==> src/hw/rtl/fca_pkg.sv <==
// ----------------------------------------------------------------------------
// fca_pkg
// Shared constants, codes and helpers for the chain allocator block
// ----------------------------------------------------------------------------
`timescale 1ns / 1ps
`default_nettype none

package fca_pkg;

  localparam int TABLE_BLOCKS = 128;
  localparam int MAX_FILES    = 16;

  localparam int BLK_W   = $clog2(TABLE_BLOCKS);
  localparam int FREE_W  = $clog2(TABLE_BLOCKS - 1);
  localparam int SLOT_W  = (MAX_FILES > 1) ? $clog2(MAX_FILES) : 1;
  localparam int CNT_W   = $clog2(MAX_FILES + 1);
  localparam int ENTRY_W = 8;
  localparam int KEY_W   = 64;
  localparam int FIELD_W = 7;

  localparam logic [ENTRY_W-1:0] MARK_RESERVED = 8'hF5;
  localparam logic [ENTRY_W-1:0] MARK_END      = 8'hFF;
  localparam logic [ENTRY_W-1:0] MARK_FREE     = 8'h00;

  typedef enum logic [1:0] {
    ACT_CREATE     = 2'd0,
    ACT_INSERT     = 2'd1,
    ACT_READ_TABLE = 2'd2,
    ACT_READ_DIR   = 2'd3
  } action_t;

  typedef enum logic [2:0] {
    ST_OK        = 3'd0,
    ST_DIR_FULL  = 3'd1,
    ST_NO_SPACE  = 3'd2,
    ST_BAD_LEN   = 3'd3,
    ST_NOT_FOUND = 3'd4,
    ST_PAST_END  = 3'd5,
    ST_BAD_INDEX = 3'd6
  } status_t;

  typedef enum logic [3:0] {
    S_IDLE,
    S_DISP,
    S_C_REQ,
    S_C_CHK,
    S_C_END,
    S_I_SRCH,
    S_I_REQ,
    S_I_CHK,
    S_W_REQ,
    S_W_CHK,
    S_I_WR1,
    S_I_WR2,
    S_R_REQ,
    S_R_CHK,
    S_D_OUT
  } state_t;

  // value of a table entry that has not been written since reset
  function automatic logic [ENTRY_W-1:0] reset_entry(input logic [BLK_W-1:0] idx);
    logic [ENTRY_W-1:0] v;
    if (idx == BLK_W'(0)) begin
      v = MARK_RESERVED;
    end else if (idx == BLK_W'(1)) begin
      v = MARK_END;
    end else begin
      v = MARK_FREE;
    end
    return v;
  endfunction

endpackage

`default_nettype wire

==> src/hw/rtl/fca_ram.sv <==
// ----------------------------------------------------------------------------
// fca_ram
// Generic single write port RAM with registered read
// ----------------------------------------------------------------------------
`timescale 1ns / 1ps
`default_nettype none

module fca_ram #(
  parameter int WIDTH = 8,
  parameter int DEPTH = 128
) (
  input  wire logic                     clk,
  input  wire logic                     we,
  input  wire logic [$clog2(DEPTH)-1:0] waddr,
  input  wire logic [WIDTH-1:0]         wdata,
  input  wire logic [$clog2(DEPTH)-1:0] raddr,
  output logic      [WIDTH-1:0]         rdata
);

  logic [WIDTH-1:0] mem [DEPTH];

  always_ff @(posedge clk) begin
    if (we) begin
      mem[waddr] <= wdata;
    end
    rdata <= mem[raddr];
  end

endmodule

`default_nettype wire

==> src/hw/rtl/fat_chain_allocator.sv <==
// ----------------------------------------------------------------------------
// fat_chain_allocator
// File allocation table of linked block chains with a small directory
// ----------------------------------------------------------------------------
// usage
//   an item is taken when start is high and busy is low; busy stays high
//   until its result is shown. each item gives one result, on the out_ ports
//   for one cycle with out_valid high; the receiver cannot hold it off.
//   create chains the lowest free blocks, insert links the lowest free block
//   into a chain after a given position, the reads return one table entry
//   or one directory slot.
// table access
//   all work runs through one table RAM port pair; each entry is read
//   through a request state and then checked in a check state.
//   a new item may be taken in the cycle its result is shown.
// reset
//   table entries read as their reset marks until first written (one valid
//   flag per entry), directory is empty, free count is table size minus two.
// ----------------------------------------------------------------------------
`timescale 1ns / 1ps
`default_nettype none

module fat_chain_allocator (
  input  wire logic               clk,
  input  wire logic               rst_n,
  input  wire logic               start,
  output logic                    busy,
  input  wire logic [1:0]         in_action,
  input  wire logic [63:0]        in_file_key,
  input  wire logic [6:0]         in_block_count,
  input  wire logic [6:0]         in_insert_position,
  input  wire logic [6:0]         in_read_index,
  output logic                    out_valid,
  output logic [2:0]              out_status,
  output logic [6:0]              out_first_block,
  output logic [3:0]              out_file_slot,
  output logic [6:0]              out_free_count,
  output logic signed [7:0]       out_entry_value,
  output logic [63:0]             out_entry_key,
  output logic [6:0]              out_file_length,
  output logic [4:0]              out_file_count
);

  localparam int BLK_W   = fca_pkg::BLK_W;
  localparam int FREE_W  = fca_pkg::FREE_W;
  localparam int SLOT_W  = fca_pkg::SLOT_W;
  localparam int CNT_W   = fca_pkg::CNT_W;
  localparam int ENTRY_W = fca_pkg::ENTRY_W;
  localparam int KEY_W   = fca_pkg::KEY_W;
  localparam int FIELD_W = fca_pkg::FIELD_W;

  fca_pkg::state_t  state_r, state_nxt;
  fca_pkg::action_t act_r;

  logic [KEY_W-1:0]   key_r;
  logic [FIELD_W-1:0] cnt_r, pos_r, idx_r;
  logic [BLK_W-1:0]   a_r, a_nxt;
  logic [BLK_W-1:0]   nb_r, nb_nxt;
  logic [BLK_W-1:0]   fb_r, fb_nxt;
  logic [FIELD_W-1:0] rem_r, rem_nxt;
  logic [CNT_W-1:0]   slot_r, slot_nxt;
  logic [ENTRY_W-1:0] val_r, val_nxt;
  logic [FREE_W-1:0]  free_r, free_nxt;
  logic [CNT_W-1:0]   total_r, total_nxt;

  logic [KEY_W-1:0]   dir_key_r   [fca_pkg::MAX_FILES];
  logic [BLK_W-1:0]   dir_first_r [fca_pkg::MAX_FILES];
  logic [FIELD_W-1:0] dir_len_r   [fca_pkg::MAX_FILES];
  logic               dir_we;
  logic [SLOT_W-1:0]  dir_widx;
  logic [KEY_W-1:0]   dir_wkey, dk;
  logic [BLK_W-1:0]   dir_wfirst, dfirst;
  logic [FIELD_W-1:0] dir_wlen, dlen;

  logic [fca_pkg::TABLE_BLOCKS-1:0] vld_r;
  logic               we;
  logic [BLK_W-1:0]   waddr;
  logic [ENTRY_W-1:0] wdata, rdata, eff;
  logic               link_ok;

  logic               fin;
  fca_pkg::status_t   fin_status;
  logic [BLK_W-1:0]   fin_first;
  logic [CNT_W-1:0]   fin_slot;
  logic [FIELD_W-1:0] fin_len;
  logic [ENTRY_W-1:0] fin_value;
  logic [KEY_W-1:0]   fin_key;

  logic        out_valid_r;
  logic [2:0]  out_status_r;
  logic [6:0]  out_first_r, out_free_r, out_len_r;
  logic [3:0]  out_slot_r;
  logic [7:0]  out_value_r;
  logic [63:0] out_key_r;
  logic [4:0]  out_count_r;

  // block table
  fca_ram #(
    .WIDTH(ENTRY_W),
    .DEPTH(fca_pkg::TABLE_BLOCKS)
  ) u_table (
    .clk  (clk),
    .we   (we),
    .waddr(waddr),
    .wdata(wdata),
    .raddr(a_r),
    .rdata(rdata)
  );

  assign eff     = vld_r[a_r] ? rdata : fca_pkg::reset_entry(a_r);
  assign link_ok = ({1'b0, eff} >= 9'd2) && ({1'b0, eff} < 9'(fca_pkg::TABLE_BLOCKS));

  assign dk     = dir_key_r[slot_r[SLOT_W-1:0]];
  assign dfirst = dir_first_r[slot_r[SLOT_W-1:0]];
  assign dlen   = dir_len_r[slot_r[SLOT_W-1:0]];

  assign busy = (state_r != fca_pkg::S_IDLE);

  always_comb begin
    state_nxt  = state_r;
    a_nxt      = a_r;
    nb_nxt     = nb_r;
    fb_nxt     = fb_r;
    rem_nxt    = rem_r;
    slot_nxt   = slot_r;
    val_nxt    = val_r;
    free_nxt   = free_r;
    total_nxt  = total_r;
    we         = 1'b0;
    waddr      = nb_r;
    wdata      = fca_pkg::MARK_END;
    dir_we     = 1'b0;
    dir_widx   = slot_r[SLOT_W-1:0];
    dir_wkey   = dk;
    dir_wfirst = dfirst;
    dir_wlen   = dlen;
    fin        = 1'b0;
    fin_status = fca_pkg::ST_OK;
    fin_first  = '0;
    fin_slot   = '0;
    fin_len    = '0;
    fin_value  = '0;
    fin_key    = '0;

    case (state_r)
      fca_pkg::S_IDLE: begin
        if (start) begin
          state_nxt = fca_pkg::S_DISP;
        end
      end

      fca_pkg::S_DISP: begin
        case (act_r)
          fca_pkg::ACT_CREATE: begin
            if (total_r >= CNT_W'(fca_pkg::MAX_FILES)) begin
              fin        = 1'b1;
              fin_status = fca_pkg::ST_DIR_FULL;
            end else if (cnt_r == '0) begin
              fin        = 1'b1;
              fin_status = fca_pkg::ST_BAD_LEN;
            end else if (8'(cnt_r) > 8'(free_r)) begin
              fin        = 1'b1;
              fin_status = fca_pkg::ST_NO_SPACE;
            end else begin
              a_nxt     = BLK_W'(2);
              rem_nxt   = cnt_r;
              state_nxt = fca_pkg::S_C_REQ;
            end
          end
          fca_pkg::ACT_INSERT: begin
            slot_nxt  = '0;
            state_nxt = fca_pkg::S_I_SRCH;
          end
          fca_pkg::ACT_READ_TABLE: begin
            if (8'(idx_r) >= 8'(fca_pkg::TABLE_BLOCKS)) begin
              fin        = 1'b1;
              fin_status = fca_pkg::ST_BAD_INDEX;
            end else begin
              a_nxt     = idx_r[BLK_W-1:0];
              state_nxt = fca_pkg::S_R_REQ;
            end
          end
          fca_pkg::ACT_READ_DIR: begin
            if (8'(idx_r) >= 8'(total_r) || 8'(idx_r) >= 8'(fca_pkg::MAX_FILES)) begin
              fin        = 1'b1;
              fin_status = fca_pkg::ST_BAD_INDEX;
            end else begin
              slot_nxt  = CNT_W'(idx_r);
              state_nxt = fca_pkg::S_D_OUT;
            end
          end
          default: begin
            state_nxt = fca_pkg::S_IDLE;
          end
        endcase
      end

      fca_pkg::S_C_REQ: begin
        state_nxt = fca_pkg::S_C_CHK;
      end

      fca_pkg::S_C_CHK: begin
        if (eff == fca_pkg::MARK_FREE) begin
          if (rem_r == cnt_r) begin
            fb_nxt = a_r;
          end else begin
            we    = 1'b1;
            waddr = nb_r;
            wdata = ENTRY_W'(a_r);
          end
          nb_nxt  = a_r;
          rem_nxt = rem_r - FIELD_W'(1);
          if (rem_r == FIELD_W'(1)) begin
            state_nxt = fca_pkg::S_C_END;
          end else begin
            a_nxt     = a_r + BLK_W'(1);
            state_nxt = fca_pkg::S_C_REQ;
          end
        end else begin
          a_nxt     = a_r + BLK_W'(1);
          state_nxt = fca_pkg::S_C_REQ;
        end
      end

      fca_pkg::S_C_END: begin
        we         = 1'b1;
        waddr      = nb_r;
        wdata      = fca_pkg::MARK_END;
        dir_we     = 1'b1;
        dir_widx   = total_r[SLOT_W-1:0];
        dir_wkey   = key_r;
        dir_wfirst = fb_r;
        dir_wlen   = cnt_r;
        free_nxt   = free_r - FREE_W'(cnt_r);
        total_nxt  = total_r + CNT_W'(1);
        fin        = 1'b1;
        fin_first  = fb_r;
        fin_slot   = total_r;
        fin_len    = cnt_r;
      end

      fca_pkg::S_I_SRCH: begin
        if (slot_r >= total_r) begin
          fin        = 1'b1;
          fin_status = fca_pkg::ST_NOT_FOUND;
        end else if (dk == key_r) begin
          if (pos_r > dlen) begin
            fin        = 1'b1;
            fin_status = fca_pkg::ST_PAST_END;
          end else if (free_r == '0) begin
            fin        = 1'b1;
            fin_status = fca_pkg::ST_NO_SPACE;
          end else begin
            a_nxt     = BLK_W'(2);
            state_nxt = fca_pkg::S_I_REQ;
          end
        end else begin
          slot_nxt = slot_r + CNT_W'(1);
        end
      end

      fca_pkg::S_I_REQ: begin
        state_nxt = fca_pkg::S_I_CHK;
      end

      fca_pkg::S_I_CHK: begin
        if (eff == fca_pkg::MARK_FREE) begin
          nb_nxt    = a_r;
          a_nxt     = dfirst;
          rem_nxt   = (pos_r > FIELD_W'(1)) ? pos_r - FIELD_W'(1) : '0;
          state_nxt = fca_pkg::S_W_REQ;
        end else begin
          a_nxt     = a_r + BLK_W'(1);
          state_nxt = fca_pkg::S_I_REQ;
        end
      end

      fca_pkg::S_W_REQ: begin
        state_nxt = fca_pkg::S_W_CHK;
      end

      fca_pkg::S_W_CHK: begin
        if (rem_r == '0 || !link_ok) begin
          val_nxt   = eff;
          state_nxt = fca_pkg::S_I_WR1;
        end else begin
          a_nxt     = eff[BLK_W-1:0];
          rem_nxt   = rem_r - FIELD_W'(1);
          state_nxt = fca_pkg::S_W_REQ;
        end
      end

      fca_pkg::S_I_WR1: begin
        we        = 1'b1;
        waddr     = nb_r;
        wdata     = val_r;
        state_nxt = fca_pkg::S_I_WR2;
      end

      fca_pkg::S_I_WR2: begin
        we        = 1'b1;
        waddr     = a_r;
        wdata     = ENTRY_W'(nb_r);
        dir_we    = 1'b1;
        dir_wlen  = dlen + FIELD_W'(1);
        free_nxt  = free_r - FREE_W'(1);
        fin       = 1'b1;
        fin_first = dfirst;
        fin_slot  = slot_r;
        fin_len   = dlen + FIELD_W'(1);
      end

      fca_pkg::S_R_REQ: begin
        state_nxt = fca_pkg::S_R_CHK;
      end

      fca_pkg::S_R_CHK: begin
        fin       = 1'b1;
        fin_value = eff;
      end

      fca_pkg::S_D_OUT: begin
        fin       = 1'b1;
        fin_key   = dk;
        fin_first = dfirst;
        fin_len   = dlen;
        fin_slot  = slot_r;
      end

      default: begin
        state_nxt = fca_pkg::S_IDLE;
      end
    endcase

    if (fin) begin
      state_nxt = fca_pkg::S_IDLE;
    end
  end

  // control state
  always_ff @(posedge clk) begin
    if (!rst_n) begin
      state_r     <= fca_pkg::S_IDLE;
      free_r      <= FREE_W'(fca_pkg::TABLE_BLOCKS - 2);
      total_r     <= '0;
      vld_r       <= '0;
      out_valid_r <= 1'b0;
    end else begin
      state_r     <= state_nxt;
      free_r      <= free_nxt;
      total_r     <= total_nxt;
      out_valid_r <= fin;
      if (we) begin
        vld_r[waddr] <= 1'b1;
      end
    end
  end

  // datapath and result registers
  always_ff @(posedge clk) begin
    if (state_r == fca_pkg::S_IDLE && start) begin
      act_r <= fca_pkg::action_t'(in_action);
      key_r <= in_file_key;
      cnt_r <= in_block_count;
      pos_r <= in_insert_position;
      idx_r <= in_read_index;
    end
    a_r    <= a_nxt;
    nb_r   <= nb_nxt;
    fb_r   <= fb_nxt;
    rem_r  <= rem_nxt;
    slot_r <= slot_nxt;
    val_r  <= val_nxt;
    if (dir_we) begin
      dir_key_r[dir_widx]   <= dir_wkey;
      dir_first_r[dir_widx] <= dir_wfirst;
      dir_len_r[dir_widx]   <= dir_wlen;
    end
    if (fin) begin
      out_status_r <= fin_status;
      out_first_r  <= 7'(fin_first);
      out_slot_r   <= 4'(fin_slot);
      out_free_r   <= 7'(free_nxt);
      out_value_r  <= fin_value;
      out_key_r    <= fin_key;
      out_len_r    <= 7'(fin_len);
      out_count_r  <= 5'(total_nxt);
    end
  end

  assign out_valid       = out_valid_r;
  assign out_status      = out_status_r;
  assign out_first_block = out_first_r;
  assign out_file_slot   = out_slot_r;
  assign out_free_count  = out_free_r;
  assign out_entry_value = out_value_r;
  assign out_entry_key   = out_key_r;
  assign out_file_length = out_len_r;
  assign out_file_count  = out_count_r;

endmodule

`default_nettype wire

==> config.mk <==
export PLATFORM = sky130hd
export DESIGN_NAME = fat_chain_allocator
export DESIGN_NICKNAME = d
export VERILOG_FILES = /design/src/hw/rtl/fca_pkg.sv /design/src/hw/rtl/fca_ram.sv /design/src/hw/rtl/fat_chain_allocator.sv
export SDC_FILE = /design/constraint.sdc
export NUM_CORES = 2
export LEC_CHECK = 0
export ABC_AREA = 1
export BUFFER_PORTS_ARGS = -buffer_cell sky130_fd_sc_hd__buf_2
export CELL_PAD_IN_SITES_DETAIL_PLACEMENT = 1
export CELL_PAD_IN_SITES_GLOBAL_PLACEMENT = 1
export CORE_MARGIN = 3
export CORE_UTILIZATION = 55
export CTS_BUF_LIST = sky130_fd_sc_hd__clkbuf_8
export CTS_CLUSTER_SIZE = 28
export DETAILED_ROUTE_END_ITERATION = 12
export PLACE_DENSITY_LB_ADDON = 0.1
export SYNTH_ARGS = -nofsm -noshare
export SYNTH_HDL_FRONTEND = slang
export SYNTH_SLANG_ARGS = --single-unit
==> constraint.sdc <==
create_clock -name clk -period 13.5 [get_ports clk]
set_input_delay 1.35 -clock clk [delete_from_list [all_inputs] [get_ports clk]]
set_output_delay 1.35 -clock clk [all_outputs]
set_load 0.1 [all_outputs]
# Word level (Yosys, flattened, before mapping)
# Memory sizes are Yosys's and may differ from the RTL's. A register that Yosys moved wholly into a read port is not among the register bits.
# Cells that the tools add are included.
# totals
regBits,378
mem_bits_rw,2272
input_bits,90
out_inout_bits,107
wordCells,215
mem_count,4
# mem_list
memory,words,width,read_ports,rd_clocked_by_memory_dff,wr,line,text
dir_key_r,16,64,1,1,1,fat_chain_allocator.sv:66,logic [KEY_W-1:0] dir_key_r [fca_pkg::MAX_FILES];
u_table.mem,128,8,1,1,1,fca_ram.sv:20,logic [WIDTH-1:0] mem [DEPTH];
dir_first_r,16,7,1,1,1,fat_chain_allocator.sv:67,logic [BLK_W-1:0] dir_first_r [fca_pkg::MAX_FILES];
dir_len_r,16,7,1,1,1,fat_chain_allocator.sv:68,logic [FIELD_W-1:0] dir_len_r [fca_pkg::MAX_FILES];
# classes
add_sub_neg,8
n_lt_le_gt_ge,12
n_eq_ne,41
n_mux,93
n_bitwise,3
n_reduce_logical,30
# ops
op,count
two-way mux 7 bit,21
bitwise OR 128 bit,1
== test 64 bit,1
two-way mux 64 bit,1
two-way mux 4 bit,15
one-hot mux 7 bit (2 select lines),4
one-hot mux 4 bit (12 select lines),1
two-way mux 8 bit,5
one-hot mux 7 bit (5 select lines),1
== test 4 bit (second input constant),7
logical NOT 7 bit,4
one-hot mux 7 bit (4 select lines),1
!= test 2 bit (second input constant),12
one-hot mux 8 bit (3 select lines),1
one-hot mux 7 bit (3 select lines),1
subtractor 7 x 1 -> 7 bit (second input constant),3
two-way mux 5 bit,4
one-hot mux 5 bit (2 select lines),2
two-way mux 1 bit,17
== test 4 x 3 -> 1 bit (second input constant),4
less-than comparator 7 x 8 -> 1 bit (second input constant),2
one-hot mux 4 bit (4 select lines),1
two-way mux 3 bit,5
!= test 3 bit (second input constant),5
47 further kinds,68

# Logic depth before layout (Yosys ltp)
# depth
depth_word,10
ltp_mapped,25
mapped_depth_nobuf,21

# Hierarchy
# Synthesis repeated with hierarchy kept, for this count alone.
# hier_totals
cells_unflattened,9847
area_unflattened_um2,111907.3
# modules_own_cells
mod,instances,cells_per_inst,area_per_inst_um2,seq_area_each_um2
fat_chain_allocator,1,6272,69803.2,47455.5
fca_ram,1,3575,42104.1,30909.6

# Worst setup path before layout
# No wires, ideal clock.
# synth_path
path_type,flip-flop to flip-flop
from,reg (tool-made name)
to,reg out_key_r[0] (netlist: out_entry_key[0]) (enable)
setup_time_ns,1.229
arrival_time_ns,5.317
required_time_ns,12.271
path_slack_ns,6.954
stages_incl_launch_ff,20
path_buffers,6
period_less_slack_ns,6.546
cell_sequence,dfxtp_1 > buf_2 > buf_2 > buf_2 > buf_2 > buf_2 > clkbuf_1 > nor2_1 > o221ai_1 > nand3_1 > nand2_1 > inv_1 > ha_1 > a21oi_1 > o21ai_0 > a21oi_1 > or2_2 > nor2_1 > o211ai_1 > nand3_1
# synth_lines
element,line,text
end signal: assignment,fat_chain_allocator.sv:385,out_key_r <= fin_key;
end: declaration,fat_chain_allocator.sv:94,logic [63:0] out_key_r;

# Final worst setup path
# layout_path
from,reg a_r[1]
to,mem u_table.mem[51][6] (enable)
# layout_via
elab_chain_len,9
word_cells_on_any_way,13
cone_classes,1 x eq/ne; 10 x mux; 2 x reduce/logical
# layout_lines
element,line,text
start: declaration,fat_chain_allocator.sv:57,"logic [BLK_W-1:0] a_r, a_nxt;"
start signal: assignment,fat_chain_allocator.sv:368,a_r <= a_nxt;
branches (longest 3 deep; another with binary-select mux 1 bit (select 7 bit)),--,
two-way mux 8 bit (*),fat_chain_allocator.sv:110,assign eff = vld_r[a_r] ? rdata : fca_pkg::reset_entry(a_r);
net eff[0],fat_chain_allocator.sv:78,"logic [ENTRY_W-1:0] wdata, rdata, eff;"
logical NOT 8 bit (*),fat_chain_allocator.sv:203,if (eff == fca_pkg::MARK_FREE) begin
two-way mux 1 bit (*),fat_chain_allocator.sv:203,
one-hot mux 1 bit (2 select lines) (*),fat_chain_allocator.sv:145,case (state_r)
two-way mux 1 bit (*),fca_ram.sv:23,if (we) begin
two-way mux 1 bit (implied by the code) (*),fca_ram.sv:24,mem[waddr] <= wdata;
end: declaration,fca_ram.sv:20,
# Mark *: on every way through the listed nets, which the timed path passes. The select of a mux whose other input is x is not followed.

==> summary.md <==
| Metric | Value |
|---|---|
| Starting Density | `55.7%` |
| Post-Layout Cell Count | `~12,000` |
| CP Class | `flop to flop` |
| Wire per inst | `28.6 um` |
| Hold WS | `386 ps` |
| Sink Count | `2,662` |
| Final hold viol count | `0` |
| Async SR Flop Fraction | `0%` |
| Io pins | `197` |
| Placer congestion estimate | `0.863` |
| Post-Syn Area | `0.108 mm^2` |
| # rows | `approximately 160` |
| Clock Skews | `about 70 ps` |
| Max Clock Freq | `136 MHz` |
| Fin crit period | `between 7000 and 8000 ps` |
| Via Count | `75,900` |
| Longest Clk Path Bufs | `4` |
| CTS clock-pin slew for the worst setup and hold paths | `60 ps` |
| CP max stage cell | `nor2_1` |
| Cells along the critical path | `inv_8, buf_4, buf_4, nand3_1, nand2_1, a21oi_1, nor2_1, nand2_1, nand3_1, nand3_2, nand3_1, nand2_1, nor2_2, nand3_4, nor2_2, nand2_2, nand2_4, nand2_2, nor2_1` |
| Final-layout fill cell count | `~19,000` |
| Layout area overhead | `10.5%` |
| Commonest cells after routing, fill and taps aside | `edfxtp_1, nor2_1, o21ai_0, nand2_1, inv_1` |
| Arrival time of the worst setup path | `8060 ps` |
| Final Net Count | `9,253` |
| Worst min path class | `input pin to flop` |
| Actual slew at the worst max-slew pin | `1350 ps` |
| CTS buffer count | `around 440` |
| Worst Path Required | `~14,000 ps` |
| Die width | `449 um` |
| PostCTS Resize Cnt | `0` |
| Most common cell after layout, fill and taps aside | `edfxtp_1` |
| # DRC | `0` |
| Yosys warns | `0` |
| Register area share after synthesis | `72.6%` |
| Outcome | `complete, no violations` |
| Syn nets | `between 9,000 and 10,000` |
| Hold buffers post-CTS | `0` |
| Syn avg cell area | `12.2 um^2` |
| Final period util | `54.4%` |
| Flops & latches, synth | `2,662` |
| Root buf cell | `clkbuf_8` |
| Post-CTS Setup Inserts | `0` |
| Worst skew pair latency | `1150 ps` |
| Crit. End Element | `flop` |
| Most used flip-flop cell after synthesis | `edfxtp_1` |
| Port Buf Inserts | `between 150 and 200` |
| Leak Pwr | `42.8 nW` |
| ANT nets after route | `0` |
| GRT Overall Usage | `33.6%` |
| Cells after synthesis | `8,875` |
| CTS tree | `built` |
| Sum of negative setup slack | `0 ps` |
| First DRT Iteration DRCs | `8,677` |
| Die Footprint | `0.202 mm^2` |
| Max-slew violation count | `0` |
| Peak supply drop | `0.159 mV` |
| Layout cells sized above 1 | `10.3%` |
| Crit path max-delay family | `simple AND/OR/NAND/NOR gates` |
| RSZ-0062 raised after global routing | `false` |
| Synth cell types | `54` |
| Placed insts | `11,300` |
| Buf+Inv Stages, Crit Path | `3` |
| Critical path's largest stage delay | `between 800 and 900 ps` |
| Initial antenna violation count | `7` |
| Worst setup SP type | `flop` |
| Vias in the first global route | `79,400` |
| Drt total wl | `345,000 um` |
| H-Tree Depth | `5` |
| Final Setup Violations | `0` |
| Detailed Place HPWL | `201,000 um` |
| Die Y | `449 um` |
| Pin count of the biggest net entering global routing | `254` |
| Core Area | `approximately 0.19 mm^2` |
| Util after Layout | `between 60% and 70%` |
| Peak fanout along the critical path | `84` |
| First-pass GRT wire length | `511,000 um` |
| Rel. slew slack | `9.24%` |
| Maxcap violations | `0` |
| DR pass1 iterations | `6` |
| Vias/cell | `6.29` |
| Grt ovf | `0` |
| PwrDens | `225 mW/mm^2` |
| Number of synthesized flops with an enable pin | `2,505` |
## through the flow
stage / instance area [um^2] / worst slack [ps] / power, mW
4_1_cts: 119000 / 6180 / 26.9
3_5_place_dp: 112000 / 6270 / 20.5
5_1_grt: 119000 / 5810 / 28.1
3_3_place_gp: 112000 / 6660 / 20.0
6_report: 119000 / 6150 / 26.9
2_1_floorplan: 108000 / 6950 / 17.1
## worst register-to-register path, delay by kind of cell (launching register included)
kind	cells	cell delay, ps
buffers and inverters	3	1810
AOI/OAI and AO/OA	1	60
DFF	1	490
and+or+nand+nor	15	4600
## worst paths after layout
kind	from	to	slack [ps]	cells after the start
setup / recovery	a_r[1]	u_table.mem[51][6]	6150	19
hold / removal	in_file_key[35]	key_r[35]	390	1
setup reg to reg	a_r[1]	u_table.mem[51][6]	6150	19
hold reg to reg	vld_r[40]	vld_r[40]	450	2
## Yosys cell counts (59+ instances only)
cell	n	area share (%)
a21oi_1	254	1.2
a31oi_1	59	0.34
buf_2	102	0.47
clkbuf_1	406	1.4
dfxtp_1	157	2.9
edfxtp_1	2505	70
inv_1	365	1.3
nand2_1	598	2.1
nand3_1	512	2.4
nor2_1	1740	6.0
o211ai_1	259	1.8
o21ai_0	1263	5.9
o221ai_1	140	1.1
o22ai_1	194	1.1
## sequential cells by signal, indices dropped and copies added, names as in the netlist, 7 cells and up, named ones only
name / cells
key_r: 64
rem_r: 7
nb_r: 7
dir_key_r: 1024
u_table.mem: 1024
vld_r: 128
out_file_length: 7
a_r: 7
out_first_block: 7
free_r: 7
dir_len_r: 112
dir_first_r: 112
idx_r: 7
fb_r: 7
out_entry_key: 64
val_r: 8
pos_r: 7
cnt_r: 7
out_entry_value: 8
out_free_count: 7
u_table.rdata: 8
## cell families after synthesis
family / count (synthesis) / share of synthesized area [%]
and+or+nand+nor: 2926 / 11.0
DFF: 2662 / 72.6
AOI/OAI and AO/OA: 2240 / 11.9
buffers and inverters: 952 / 3.59
xor gates and xnor gates: 50 / 0.406
adders and majority gates: 45 / 0.528
## cell type report
cell class / count / area [um^2] / area share [%]
sequential: 2662 / 78400 / 65.7
multi-input combinational: 5261 / 26000 / 21.8
clock buffer: 457 / 6290 / 5.27
tap: 2608 / 3260 / 2.73
timing repair buffer: 379 / 2490 / 2.09
inverter: 376 / 1470 / 1.23
clock inverter: 316 / 1380 / 1.16
antenna: 10 / 25.0 / 0.0210
## power breakdown
| group | total, mW | leakage [nW] | internal, mW | switching (mW) |
|---|---|---|---|---|
| registers | 11.1 | 26.3 | 10.9 | 0.251 |
| logic | 9.39 | 11.9 | 2.15 | 7.24 |
| clock network | 6.38 | 4.60 | 3.18 | 3.20 |
## per-layer routing
layer	GRT usage (%)	up-vias	share of wire, %
met1	43.3	38700	39
met5	0	-	0.0038
met3	4.84	842	7.1
li1	-	32800	-
met4	16.3	2	5.0
met2	56.3	3477	49
(Power assumes the default switching activity.)
